==> config.mk <==
export PLATFORM = sky130hd
export DESIGN_NAME = serial_set_time_of_day_clock
export DESIGN_NICKNAME = d
export VERILOG_FILES = /design/src/hdl/sstod_pkg.sv /design/src/hdl/sstod_front.sv /design/src/hdl/sstod_queue.sv /design/src/hdl/sstod_back.sv /design/src/hdl/serial_set_time_of_day_clock.sv
export SDC_FILE = /design/constraint.sdc
export NUM_CORES = 1
export LEC_CHECK = 0
export BUFFER_PORTS_ARGS = -buffer_cell sky130_fd_sc_hd__buf_2
export CAP_MARGIN = 20
export CORE_MARGIN = 1.5
export CORE_UTILIZATION = 30
export DETAILED_ROUTE_END_ITERATION = 10
export PLACE_DENSITY = 0.44
export REMOVE_ABC_BUFFERS = 1
export SYNTH_ARGS = -nofsm -noshare
export SYNTH_HDL_FRONTEND = slang
export SYNTH_HIERARCHICAL = 1
export SYNTH_SLANG_ARGS = --single-unit
==> constraint.sdc <==
create_clock -name clock -period 6.8 [get_ports clock]
set_clock_uncertainty 0.05 [all_clocks]
set_input_delay 1.36 -clock clock [delete_from_list [all_inputs] [get_ports clock]]
set_output_delay 1.36 -clock clock [all_outputs]
set_load 0.01 [all_outputs]
==> src/hdl/sstod_pkg.sv <==
// Package for the serial-set time-of-day clock.
// Holds the command codes, queue entry layout, character constants and the
// decimal split helper shared by the front, queue and back modules.
`default_nettype none

package sstod_pkg;

   // Line buffer defaults and layout
   localparam int LINE_CAPACITY_DEFAULT = 10;
   localparam int PARSE_LEN             = 8;   // characters HH?MM?SS
   localparam int LINE_IDX_W            = $clog2(PARSE_LEN);
   localparam int QUEUE_DEPTH           = 2;

   // Item selector on req_tuser
   localparam logic OP_TICK = 1'b0;
   localparam logic OP_BYTE = 1'b1;

   // Characters
   localparam logic [7:0] CHAR_NEWLINE = 8'h0A;
   localparam logic [7:0] CHAR_ZERO    = 8'h30;
   localparam logic [7:0] CHAR_NINE    = 8'h39;
   localparam logic [7:0] CHAR_RED_ON    = 8'h52;  // R
   localparam logic [7:0] CHAR_RED_OFF   = 8'h58;  // X
   localparam logic [7:0] CHAR_GREEN_ON  = 8'h47;  // G
   localparam logic [7:0] CHAR_GREEN_OFF = 8'h59;  // Y
   localparam logic [7:0] CHAR_BLUE_ON   = 8'h42;  // B
   localparam logic [7:0] CHAR_BLUE_OFF  = 8'h5A;  // Z

   // Lamp bit masks
   localparam logic [2:0] LAMP_RED   = 3'b001;
   localparam logic [2:0] LAMP_BLUE  = 3'b010;
   localparam logic [2:0] LAMP_GREEN = 3'b100;

   // Time limits
   localparam logic [5:0] MINUTE_SECONDS = 6'd60;
   localparam logic [4:0] DAY_HOURS      = 5'd24;
   localparam logic [3:0] OFFSET_RESET   = 4'd2;

   // What the back end must do with a queued beat
   typedef enum logic [1:0] {
      CMD_TICK,
      CMD_BYTE,
      CMD_SET,
      CMD_REJECT
   } cmd_kind_type;

   // Normalised time of day
   typedef struct packed {
      logic [4:0] hours;
      logic [5:0] minutes;
      logic [5:0] seconds;
   } tod_type;

   // Front-to-back queue entry
   typedef struct packed {
      cmd_kind_type kind;
      logic [2:0]   lamps;
      tod_type      set_time;  // meaningful for CMD_SET only
   } cmd_type;

   // Split a value 0..59 into {tens[2:0], ones[3:0]}
   function automatic logic [6:0] split_dec(input logic [5:0] v);
      logic [2:0] tens;
      logic [5:0] rest;
      begin
         priority if (v >= 6'd50) begin
            tens = 3'd5; rest = v - 6'd50;
         end else if (v >= 6'd40) begin
            tens = 3'd4; rest = v - 6'd40;
         end else if (v >= 6'd30) begin
            tens = 3'd3; rest = v - 6'd30;
         end else if (v >= 6'd20) begin
            tens = 3'd2; rest = v - 6'd20;
         end else if (v >= 6'd10) begin
            tens = 3'd1; rest = v - 6'd10;
         end else begin
            tens = 3'd0; rest = v;
         end
         split_dec = {tens, rest[3:0]};
      end
   endfunction

endpackage

`default_nettype wire

==> src/hdl/sstod_front.sv <==
// Front end: accepts stream beats, keeps the line buffer and lamp bits,
// classifies each beat and parses a closed line. Depends on sstod_pkg.
`default_nettype none

module sstod_front import sstod_pkg::*; #(
   parameter int LINE_CAPACITY = LINE_CAPACITY_DEFAULT
) (
   input  wire logic       clock,
   input  wire logic       reset,
   input  wire logic       req_tvalid,
   output logic            req_tready,
   input  wire logic [7:0] req_tdata,   // [7:0] rx_byte
   input  wire logic       req_tuser,   // [0] operation
   output logic            push_valid,
   output cmd_type         push_cmd,
   input  wire logic       queue_full
);

   localparam int POS_W       = $clog2(LINE_CAPACITY);
   localparam int STORE_DEPTH = LINE_CAPACITY - 1;

   logic [POS_W-1:0] pos_ff, pos_in;
   logic [2:0]       lamp_ff, lamp_in;
   logic [7:0]       line_ff [PARSE_LEN];

   logic accept, is_byte, full, close, store, write_line;
   logic [7:0] first_char;

   // parse signals
   logic       digits_ok, time_ok;
   logic [6:0] raw_h, raw_m, raw_s;
   logic [6:0] sum_m, sum_h, norm_s, norm_m;
   logic       carry_s, carry_m;

   function automatic logic [2:0] apply_lamp(input logic [2:0] lamps, input logic [7:0] c);
      logic [2:0] res;
      begin
         res = lamps;
         unique case (c)
            CHAR_RED_ON:    res = lamps | LAMP_RED;
            CHAR_RED_OFF:   res = lamps & ~LAMP_RED;
            CHAR_GREEN_ON:  res = lamps | LAMP_GREEN;
            CHAR_GREEN_OFF: res = lamps & ~LAMP_GREEN;
            CHAR_BLUE_ON:   res = lamps | LAMP_BLUE;
            CHAR_BLUE_OFF:  res = lamps & ~LAMP_BLUE;
            default:        res = lamps;
         endcase
         apply_lamp = res;
      end
   endfunction

   function automatic logic is_digit(input logic [7:0] c);
      is_digit = (c >= CHAR_ZERO) && (c <= CHAR_NINE);
   endfunction

   // two digits to a binary value 0..99
   function automatic logic [6:0] pair_val(input logic [7:0] t, input logic [7:0] o);
      logic [6:0] tv;
      begin
         tv       = {3'b000, t[3:0]};
         pair_val = (tv << 3) + (tv << 1) + {3'b000, o[3:0]};
      end
   endfunction

   // Classify the beat on the port
   always_comb begin
      req_tready = !queue_full;
      accept     = req_tvalid && req_tready;
      is_byte    = req_tuser == OP_BYTE;
      full       = pos_ff == POS_W'(STORE_DEPTH);
      close      = is_byte && ((req_tdata == CHAR_NEWLINE) || full);
      store      = is_byte && !close;
      write_line = accept && store && (pos_ff < POS_W'(PARSE_LEN));
      first_char = (pos_ff == '0) ? req_tdata : line_ff[0];
   end

   // Parse the stored line as HH?MM?SS and fold minute/second overflow
   always_comb begin
      digits_ok = is_digit(line_ff[0]) && is_digit(line_ff[1]) &&
                  is_digit(line_ff[3]) && is_digit(line_ff[4]) &&
                  is_digit(line_ff[6]) && is_digit(line_ff[7]);
      raw_h   = pair_val(line_ff[0], line_ff[1]);
      raw_m   = pair_val(line_ff[3], line_ff[4]);
      raw_s   = pair_val(line_ff[6], line_ff[7]);
      carry_s = raw_s >= 7'(MINUTE_SECONDS);
      norm_s  = carry_s ? raw_s - 7'(MINUTE_SECONDS) : raw_s;
      sum_m   = raw_m + {6'b0, carry_s};
      carry_m = sum_m >= 7'(MINUTE_SECONDS);
      norm_m  = carry_m ? sum_m - 7'(MINUTE_SECONDS) : sum_m;
      sum_h   = raw_h + {6'b0, carry_m};
      time_ok = (pos_ff >= POS_W'(PARSE_LEN)) && digits_ok && (sum_h < 7'(DAY_HOURS));
   end

   // Next state and queue entry
   always_comb begin
      pos_in  = pos_ff;
      lamp_in = lamp_ff;
      if (accept && close) begin
         pos_in = '0;
      end else if (accept && store) begin
         pos_in  = pos_ff + 1'b1;
         lamp_in = apply_lamp(lamp_ff, first_char);
      end
      push_valid = accept;
      push_cmd.lamps            = lamp_in;
      push_cmd.set_time.hours   = sum_h[4:0];
      push_cmd.set_time.minutes = norm_m[5:0];
      push_cmd.set_time.seconds = norm_s[5:0];
      priority if (!is_byte) begin
         push_cmd.kind = CMD_TICK;
      end else if (close) begin
         push_cmd.kind = time_ok ? CMD_SET : CMD_REJECT;
      end else begin
         push_cmd.kind = CMD_BYTE;
      end
   end

   // Control registers
   always_ff @(posedge clock) begin
      if (reset) begin
         pos_ff  <= '0;
         lamp_ff <= '0;
      end else begin
         pos_ff  <= pos_in;
         lamp_ff <= lamp_in;
      end
   end

   // Line characters; positions beyond PARSE_LEN are never read
   always_ff @(posedge clock) begin
      if (reset) begin
         for (int i = 0; i < PARSE_LEN; i++) line_ff[i] <= '0;
      end else if (write_line) begin
         line_ff[pos_ff[LINE_IDX_W-1:0]] <= req_tdata;
      end
   end

endmodule

`default_nettype wire

==> src/hdl/sstod_queue.sv <==
// Short command queue between front and back end.
// Depends on sstod_pkg for the entry type and depth.
`default_nettype none

module sstod_queue import sstod_pkg::*; (
   input  wire logic    clock,
   input  wire logic    reset,
   input  wire logic    push_valid,
   input  wire cmd_type push_cmd,
   output logic         full,
   output logic         pop_valid,
   output cmd_type      pop_cmd,
   input  wire logic    pop_ready
);

   localparam int PTR_W = $clog2(QUEUE_DEPTH);

   cmd_type          entry_ff [QUEUE_DEPTH];
   logic [PTR_W-1:0] wr_ptr_ff, wr_ptr_in, rd_ptr_ff, rd_ptr_in;
   logic [PTR_W:0]   count_ff, count_in;
   logic             do_push, do_pop;

   // Pointer and fill bookkeeping
   always_comb begin
      full      = count_ff == (PTR_W+1)'(QUEUE_DEPTH);
      pop_valid = count_ff != '0;
      pop_cmd   = entry_ff[rd_ptr_ff];
      do_push   = push_valid && !full;
      do_pop    = pop_valid && pop_ready;
      wr_ptr_in = do_push ? wr_ptr_ff + 1'b1 : wr_ptr_ff;
      rd_ptr_in = do_pop  ? rd_ptr_ff + 1'b1 : rd_ptr_ff;
      count_in  = count_ff + {{PTR_W{1'b0}}, do_push} - {{PTR_W{1'b0}}, do_pop};
   end

   always_ff @(posedge clock) begin
      if (reset) begin
         wr_ptr_ff <= '0;
         rd_ptr_ff <= '0;
         count_ff  <= '0;
      end else begin
         wr_ptr_ff <= wr_ptr_in;
         rd_ptr_ff <= rd_ptr_in;
         count_ff  <= count_in;
      end
   end

   // Entry storage
   always_ff @(posedge clock) begin
      if (do_push) begin
         entry_ff[wr_ptr_ff] <= push_cmd;
      end
   end

endmodule

`default_nettype wire

==> src/hdl/sstod_back.sv <==
// Back end: keeps the time of day, applies ticks and line sets, holds the
// offset register and the result output register. Depends on sstod_pkg.
`default_nettype none

module sstod_back import sstod_pkg::*; (
   input  wire logic        clock,
   input  wire logic        reset,
   input  wire logic        csr_valid,
   output logic             csr_ready,
   input  wire logic [3:0]  csr_data,
   input  wire logic        cmd_valid,
   input  wire cmd_type     cmd,
   output logic             cmd_ready,
   output logic             rsp_tvalid,
   input  wire logic        rsp_tready,
   output logic [23:0]      rsp_tdata,  // hours_tens, hours_ones, minutes_tens,
                                        // minutes_ones, seconds_tens, seconds_ones,
                                        // led_bits, zero pad
   output logic [1:0]       rsp_tuser   // time_set_done, time_set_rejected
);

   logic [3:0]  offset_ff;
   tod_type     tod_ff, tod_in;
   logic        rsp_valid_ff, rsp_valid_in;
   logic [23:0] rsp_data_ff, rsp_data_in;
   logic [1:0]  rsp_user_ff, rsp_user_in;

   logic        pop, advance;
   tod_type     base;
   logic [3:0]  step;
   logic [6:0]  sum_s;
   logic [5:0]  sum_m;
   logic [4:0]  sum_h;
   logic        carry_s, carry_m;
   tod_type     stepped;
   logic [6:0]  hd, md, sd;

   assign csr_ready = 1'b1;

   // Add a tick or the offset to a normalised time, wrapping at midnight
   always_comb begin
      pop       = cmd_valid && (!rsp_valid_ff || rsp_tready);
      cmd_ready = pop;
      advance   = (cmd.kind == CMD_TICK) || (cmd.kind == CMD_SET);
      base      = (cmd.kind == CMD_SET) ? cmd.set_time : tod_ff;
      step      = (cmd.kind == CMD_SET) ? offset_ff : 4'd1;
      sum_s     = {1'b0, base.seconds} + {3'b000, step};
      carry_s   = sum_s >= 7'(MINUTE_SECONDS);
      stepped.seconds = carry_s ? 6'(sum_s - 7'(MINUTE_SECONDS)) : sum_s[5:0];
      sum_m     = base.minutes + {5'b0, carry_s};
      carry_m   = sum_m >= MINUTE_SECONDS;
      stepped.minutes = carry_m ? sum_m - MINUTE_SECONDS : sum_m;
      sum_h     = base.hours + {4'b0, carry_m};
      stepped.hours = (sum_h >= DAY_HOURS) ? sum_h - DAY_HOURS : sum_h;
      tod_in    = (pop && advance) ? stepped : tod_ff;
   end

   // Result beat built from the time after this command
   always_comb begin
      hd = split_dec({1'b0, tod_in.hours});
      md = split_dec(tod_in.minutes);
      sd = split_dec(tod_in.seconds);
      rsp_data_in = {1'b0, cmd.lamps, sd[3:0], sd[6:4], md[3:0], md[6:4],
                     hd[3:0], hd[5:4]};
      rsp_user_in = {cmd.kind == CMD_REJECT, cmd.kind == CMD_SET};
      priority if (pop) begin
         rsp_valid_in = 1'b1;
      end else if (rsp_tready) begin
         rsp_valid_in = 1'b0;
      end else begin
         rsp_valid_in = rsp_valid_ff;
      end
   end

   // Control and time state
   always_ff @(posedge clock) begin
      if (reset) begin
         offset_ff    <= OFFSET_RESET;
         tod_ff       <= '0;
         rsp_valid_ff <= 1'b0;
      end else begin
         if (csr_valid && csr_ready) offset_ff <= csr_data;
         tod_ff       <= tod_in;
         rsp_valid_ff <= rsp_valid_in;
      end
   end

   // Output payload
   always_ff @(posedge clock) begin
      if (pop) begin
         rsp_data_ff <= rsp_data_in;
         rsp_user_ff <= rsp_user_in;
      end
   end

   assign rsp_tvalid = rsp_valid_ff;
   assign rsp_tdata  = rsp_data_ff;
   assign rsp_tuser  = rsp_user_ff;

endmodule

`default_nettype wire

==> src/hdl/serial_set_time_of_day_clock.sv <==
// Serial-set 24-hour time-of-day clock with lamp bits.
// Usage:
//   req channel: one beat per item; req_tuser selects a one-second tick (0)
//   or a received serial byte (1) carried in req_tdata.
//   rsp channel: one beat per request beat, in order: the HH:MM:SS digits
//   after the item, the lamp bits, and set-done / set-rejected flags.
//   csr channel: writes the 4-bit seconds offset added to a received time;
//   always ready, write only while no request is in flight.
// Path: a request beat goes through the command queue, then the rsp output register.
// Throughput: one item per cycle while rsp_tready stays high; the front end classifies and
//   parses the line buffer, the back end updates the time once per command.
// Stalls: a two-beat command queue sits between front and back; when the
//   receiver holds rsp_tready low the output register holds its beat, the
//   queue fills and req_tready drops once both queue entries are taken.
// Reset (synchronous): time 00:00:00, empty line, lamps off, offset 2.
// Depends on sstod_pkg, sstod_front, sstod_queue and sstod_back.
`default_nettype none

module serial_set_time_of_day_clock import sstod_pkg::*; #(
   parameter int LINE_CAPACITY = LINE_CAPACITY_DEFAULT
) (
   input  wire logic        clock,
   input  wire logic        reset,
   input  wire logic        req_tvalid,
   output logic             req_tready,
   input  wire logic [7:0]  req_tdata,   // [7:0] rx_byte
   input  wire logic        req_tuser,   // [0] operation
   output logic             rsp_tvalid,
   input  wire logic        rsp_tready,
   output logic [23:0]      rsp_tdata,   // [1:0] hours_tens, [5:2] hours_ones,
                                         // [8:6] minutes_tens, [12:9] minutes_ones,
                                         // [15:13] seconds_tens, [19:16] seconds_ones,
                                         // [22:20] led_bits, [23] zero
   output logic [1:0]       rsp_tuser,   // [0] time_set_done, [1] time_set_rejected
   input  wire logic        csr_valid,
   output logic             csr_ready,
   input  wire logic [3:0]  csr_data     // [3:0] set_offset
);

   logic    push_valid, queue_full, pop_valid, pop_ready;
   cmd_type push_cmd, pop_cmd;

   sstod_front #(
      .LINE_CAPACITY (LINE_CAPACITY)
   ) u_front (
      .clock      (clock),
      .reset      (reset),
      .req_tvalid (req_tvalid),
      .req_tready (req_tready),
      .req_tdata  (req_tdata),
      .req_tuser  (req_tuser),
      .push_valid (push_valid),
      .push_cmd   (push_cmd),
      .queue_full (queue_full)
   );

   sstod_queue u_queue (
      .clock      (clock),
      .reset      (reset),
      .push_valid (push_valid),
      .push_cmd   (push_cmd),
      .full       (queue_full),
      .pop_valid  (pop_valid),
      .pop_cmd    (pop_cmd),
      .pop_ready  (pop_ready)
   );

   sstod_back u_back (
      .clock      (clock),
      .reset      (reset),
      .csr_valid  (csr_valid),
      .csr_ready  (csr_ready),
      .csr_data   (csr_data),
      .cmd_valid  (pop_valid),
      .cmd        (pop_cmd),
      .cmd_ready  (pop_ready),
      .rsp_tvalid (rsp_tvalid),
      .rsp_tready (rsp_tready),
      .rsp_tdata  (rsp_tdata),
      .rsp_tuser  (rsp_tuser)
   );

endmodule

`default_nettype wire

==> metrics.md <==
| Metric | Value |
|---|---|
| Clock Sinks | 151 |
| DRC Markers | 0 |
| Sequential-to-total area share from yosys stat | 46.3% |
| Post-synthesis xor/xnor area fraction | 3.29% |
| Top cell type's share of synthesized area | 38.8% |
| GP Congestion | 0.777 |
| Maximum vdd drop | 0.153 mV |
| Post-synthesis cell area | 9060 um^2 |
| Clock period minus worst slack | 6.36 ns |
| Largest net degree at the start of global routing | 41 |
| Top post-synthesis cells by area | edfxtp_1 (39%), ha_1 (8.7%), dfxtp_1 (7.5%), and2_1 (4.3%), mux2_2 (3.6%) |
| Post-synth EDFFs | 117 |
| Yosys warnings | 6 |
| # rows | 63 |
| Post-Route WL | 20200 um |
| 1st-iter DRT viols | 288 |
| R2R Path End | u_back/rsp_tdata[11]$_DFFE_PP_ |
| HP Start | u_front/line_ff[7][0]$_SDFFCE_PN0P_ |
| Num ports | 47 |
| Die span in y | 177 um |
| R2R Setup Slk | 0.44 ns |
| Die Area | 31300 um^2 |
| First-pass GRT wire length | 32700 um |
| Crit share post-route | 93.6% |
| All-Layer GR Usage | 13.6% |
| NumNets Final | 971 |
| Ratio of cells with drive above 1 in the final layout | 19.9% |
| Worst path required time | 7.05 ns |
| Mux share of post-synthesis cell area | 5.84% |
| Outcome | finished clean |
| Final ANT Viol Nets | 0 |
| PwrDens | 379 nW/um^2 |
| Core area | 29700 um^2 |
| Static Leakage | 4.11 nW |
| Synth Register Bits | 151 |
| Hold crit path type | register to register |
| Root Buffer | clkbuf_16 |
| Final hold slack | 0.429 ns |
| Max Cap Viol | 0 |
| Overflow after GRT | 0 |
| Die X | 177 um |
| Hold Path Sink | u_queue/entry_ff[1][0]$_DFFE_PP_ |
| Worst setup EP type | register |
| Post-synthesis cell type count | 97 |
| Worst-path clk slew | 0.07 ns |
| Top_reg_cell synth | edfxtp_1 |
| Worst reg-to-reg path cell count | 30 |
| Post-Syn Instances | 821 |
| CTS tree | built |
| Post-Syn Area per Cell | 11.0 um^2 |
| Adder-cell share of the synthesized area | 10.4% |
| WHS Path Cells | 0 |
| Starting Density | 30.5% |
| WS Path Type | register to register |
| Fin. Hold Viols | 0 |
| Bufs on Longest Clock Path | 2 |
| Num CTS Buffers | 17 |
| Port bufs | 44 |
| Slew Viols, Final | 0 |
| Ys async rst share | 0% |
| Final Core Density | 35.2% |
| Vias | 6103 |
| Slowest CP cell | or4_1 |
| F_max | 157 MHz |
| Detailed placement HPWL | 14700 um |
| H-tree levels | 4 |
| Initial antenna violation count | 0 |
| Endpoints failing setup | 0 |
| Vias/cell | 4.75 |
| Startpoint types | register |
| Largest family of logic cells by synthesized area | simple AND/OR/NAND/NOR gates |
| First-pass DRT Iterations | 5 |
| Wire per inst | 15.7 um |
| Yosys top cell by area | edfxtp_1 |
| Clk_lat worst skew | 0.43 ns |
| CP peak stage delay | 0.59 ns |
| Slew Limit Headroom | 35.4% |
| Worst-margin pin slew | 0.968 ns |
| Unrepaired setup endpoints after global routing | false |
| Worst EP arrival | 6.62 ns |
| Synth Area in Compound Gates | 10.9% |
| Antenna Diode Count | 0 |
| Crit Path Max Fanout | 11 |
| Vias in the first global route | 6148 |
| Fillers | 2940 |
| Post-Synth Simple-Gate Area | 19.9% |
| Area Overhead vs Synth | 15.4% |
-- final cells by class --
| cell class | instances | area (um^2) | area share, % |
|---|---|---|---|
| multi-input cells | 605 | 4620 | 44.2 |
| flip-flops and latches | 151 | 4200 | 40.1 |
| well taps | 390 | 488 | 4.66 |
| clock buffers | 17 | 425 | 4.07 |
| repair buffers | 64 | 370 | 3.54 |
| clock inverters | 15 | 185 | 1.77 |
| inverters | 44 | 173 | 1.65 |
-- cells in the final DEF (no fill, tap or decap), drive strengths merged, types with 10 or more instances in the layout --
cell and n:
xnor2 20, a31oi 10, nor2 58, clkbuf 17
and2 62, a21oi 26, dfxtp 34, o21ai 30
xor2 14, mux2 31, buf 64, mux2i 16
ha 63, edfxtp 117, nand2 70, nor2b 11
nand3 20, inv 51, nand2b 12, nor3 19
-- sequential cells by signal, summed over array words and instances, names as in the netlist, named ones only --
register	count
u_front/line_ff	48
u_queue/entry_ff	44
u_back/rsp_tdata	23
u_back/tod_ff	17
u_back/offset_ff	4
u_front/pos_ff	4
u_front/lamp_ff	3
u_back/rsp_tuser	2
u_queue/count_ff	2
u_back/rsp_tvalid	1
u_queue/rd_ptr_ff	1
u_queue/wr_ptr_ff	1
-- where the power goes --
part / internal, mW / switching (mW) / total, mW
Clock: 0.557 / 0.436 / 0.994
Combinational: 0.666 / 0.966 / 1.63
Sequential: 1.27 / 0.0775 / 1.34
-- layer usage --
metal / GRT usage [%] / vias to the layer above / part of all wire [%]
li1: - / 3111 / -
met1: 17.1 / 2909 / 47
met2: 23.3 / 70 / 49
met3: 2.62 / 13 / 2.3
met4: 4.27 / 0 / 1.2
met5: 0 / - / 0
-- worst max path at each step --
stage | end | slack, ns | from | cells past startpoint
after floorplan | u_back/rsp_tdata[3]$_DFFE_PP_ | -0.06 | register | 34
after global placement | u_back/rsp_tdata[3]$_DFFE_PP_ | 0.06 | register | 32
after detailed placement | u_back/rsp_tdata[3]$_DFFE_PP_ | -0.10 | register | 32
after CTS | u_back/rsp_tdata[3]$_DFFE_PP_ | 0.02 | register | 35
after global routing | u_back/rsp_tdata[11]$_DFFE_PP_ | 0.005 | register | 31
final | u_back/rsp_tdata[11]$_DFFE_PP_ | 0.44 | register | 30
-- stage by stage --
step	setup WS, ns	instances	power (mW)	cell area [um^2]	TNS [ns]
4_1_cts	0.0233	1279	3.98	10400	0
5_1_grt	0.00537	1286	4.26	10500	0
3_3_place_gp	0.0598	1247	2.98	9740	0
6_report	0.436	1286	3.97	10500	0
3_5_place_dp	-0.104	1247	2.96	9740	-0.166
2_1_floorplan	-0.0627	800	2.48	8930	-0.108
-- Yosys cell counts (4+ instances only) --
cell type  instances
dfxtp_1           34
mux2_2            29
o21a_1             6
clkbuf_1          10
nand2b_1          10
xnor2_1           20
a21o_1             6
buf_4              4
nor2_1            57
a31oi_1            8
nor4_1             5
ha_1              63
or2_1              6
nand3_1           20
nor3_1            16
nand2_1           70
xor2_1            14
edfxtp_1         117
nand4_1            7
and2_1            62
nand3b_1           7
inv_1             42
a21oi_1           25
or3_1              5
mux2i_1           15
and3_1             5
o31ai_1            4
nor4b_1            4
o21ai_0           25
o31a_1             4
nor2b_1           11
o211ai_1           5
fa_1               7
nor3b_1            5
-- critical path, delay by kind of cell, from the launching register on --
| family | cells | cell delay (ns) |
|---|---|---|
| simple gates | 10 | 2.01 |
| fa+ha+maj | 5 | 1.23 |
| compound gates | 7 | 1.20 |
| mux | 2 | 0.61 |
| buf+inv | 5 | 0.59 |
| flops | 1 | 0.37 |
| xor+xnor | 1 | 0.18 |
-- repair_timing --
| action | 4_1_cts | 5_1_grt |
|---|---|---|
| hold buffers | 0 | 0 |
| buffers inserted | 0 | 7 |
| pin swaps | 0 | 5 |
| gates resized for setup | 3 | 13 |
| endpoints found under the setup margin | 5 | 10 |
-- kinds of logic (layout without fill, tap and decap cells) --
logic type | after synthesis | after routing
mux | 47 | 47
simple gates | 319 | 319
other cells | 2 | 2
fa+ha+maj | 71 | 71
compound gates | 132 | 132
flops | 151 | 151
buf+inv | 65 | 140
xor+xnor | 34 | 34
Power figures use the tool's default switching activity.
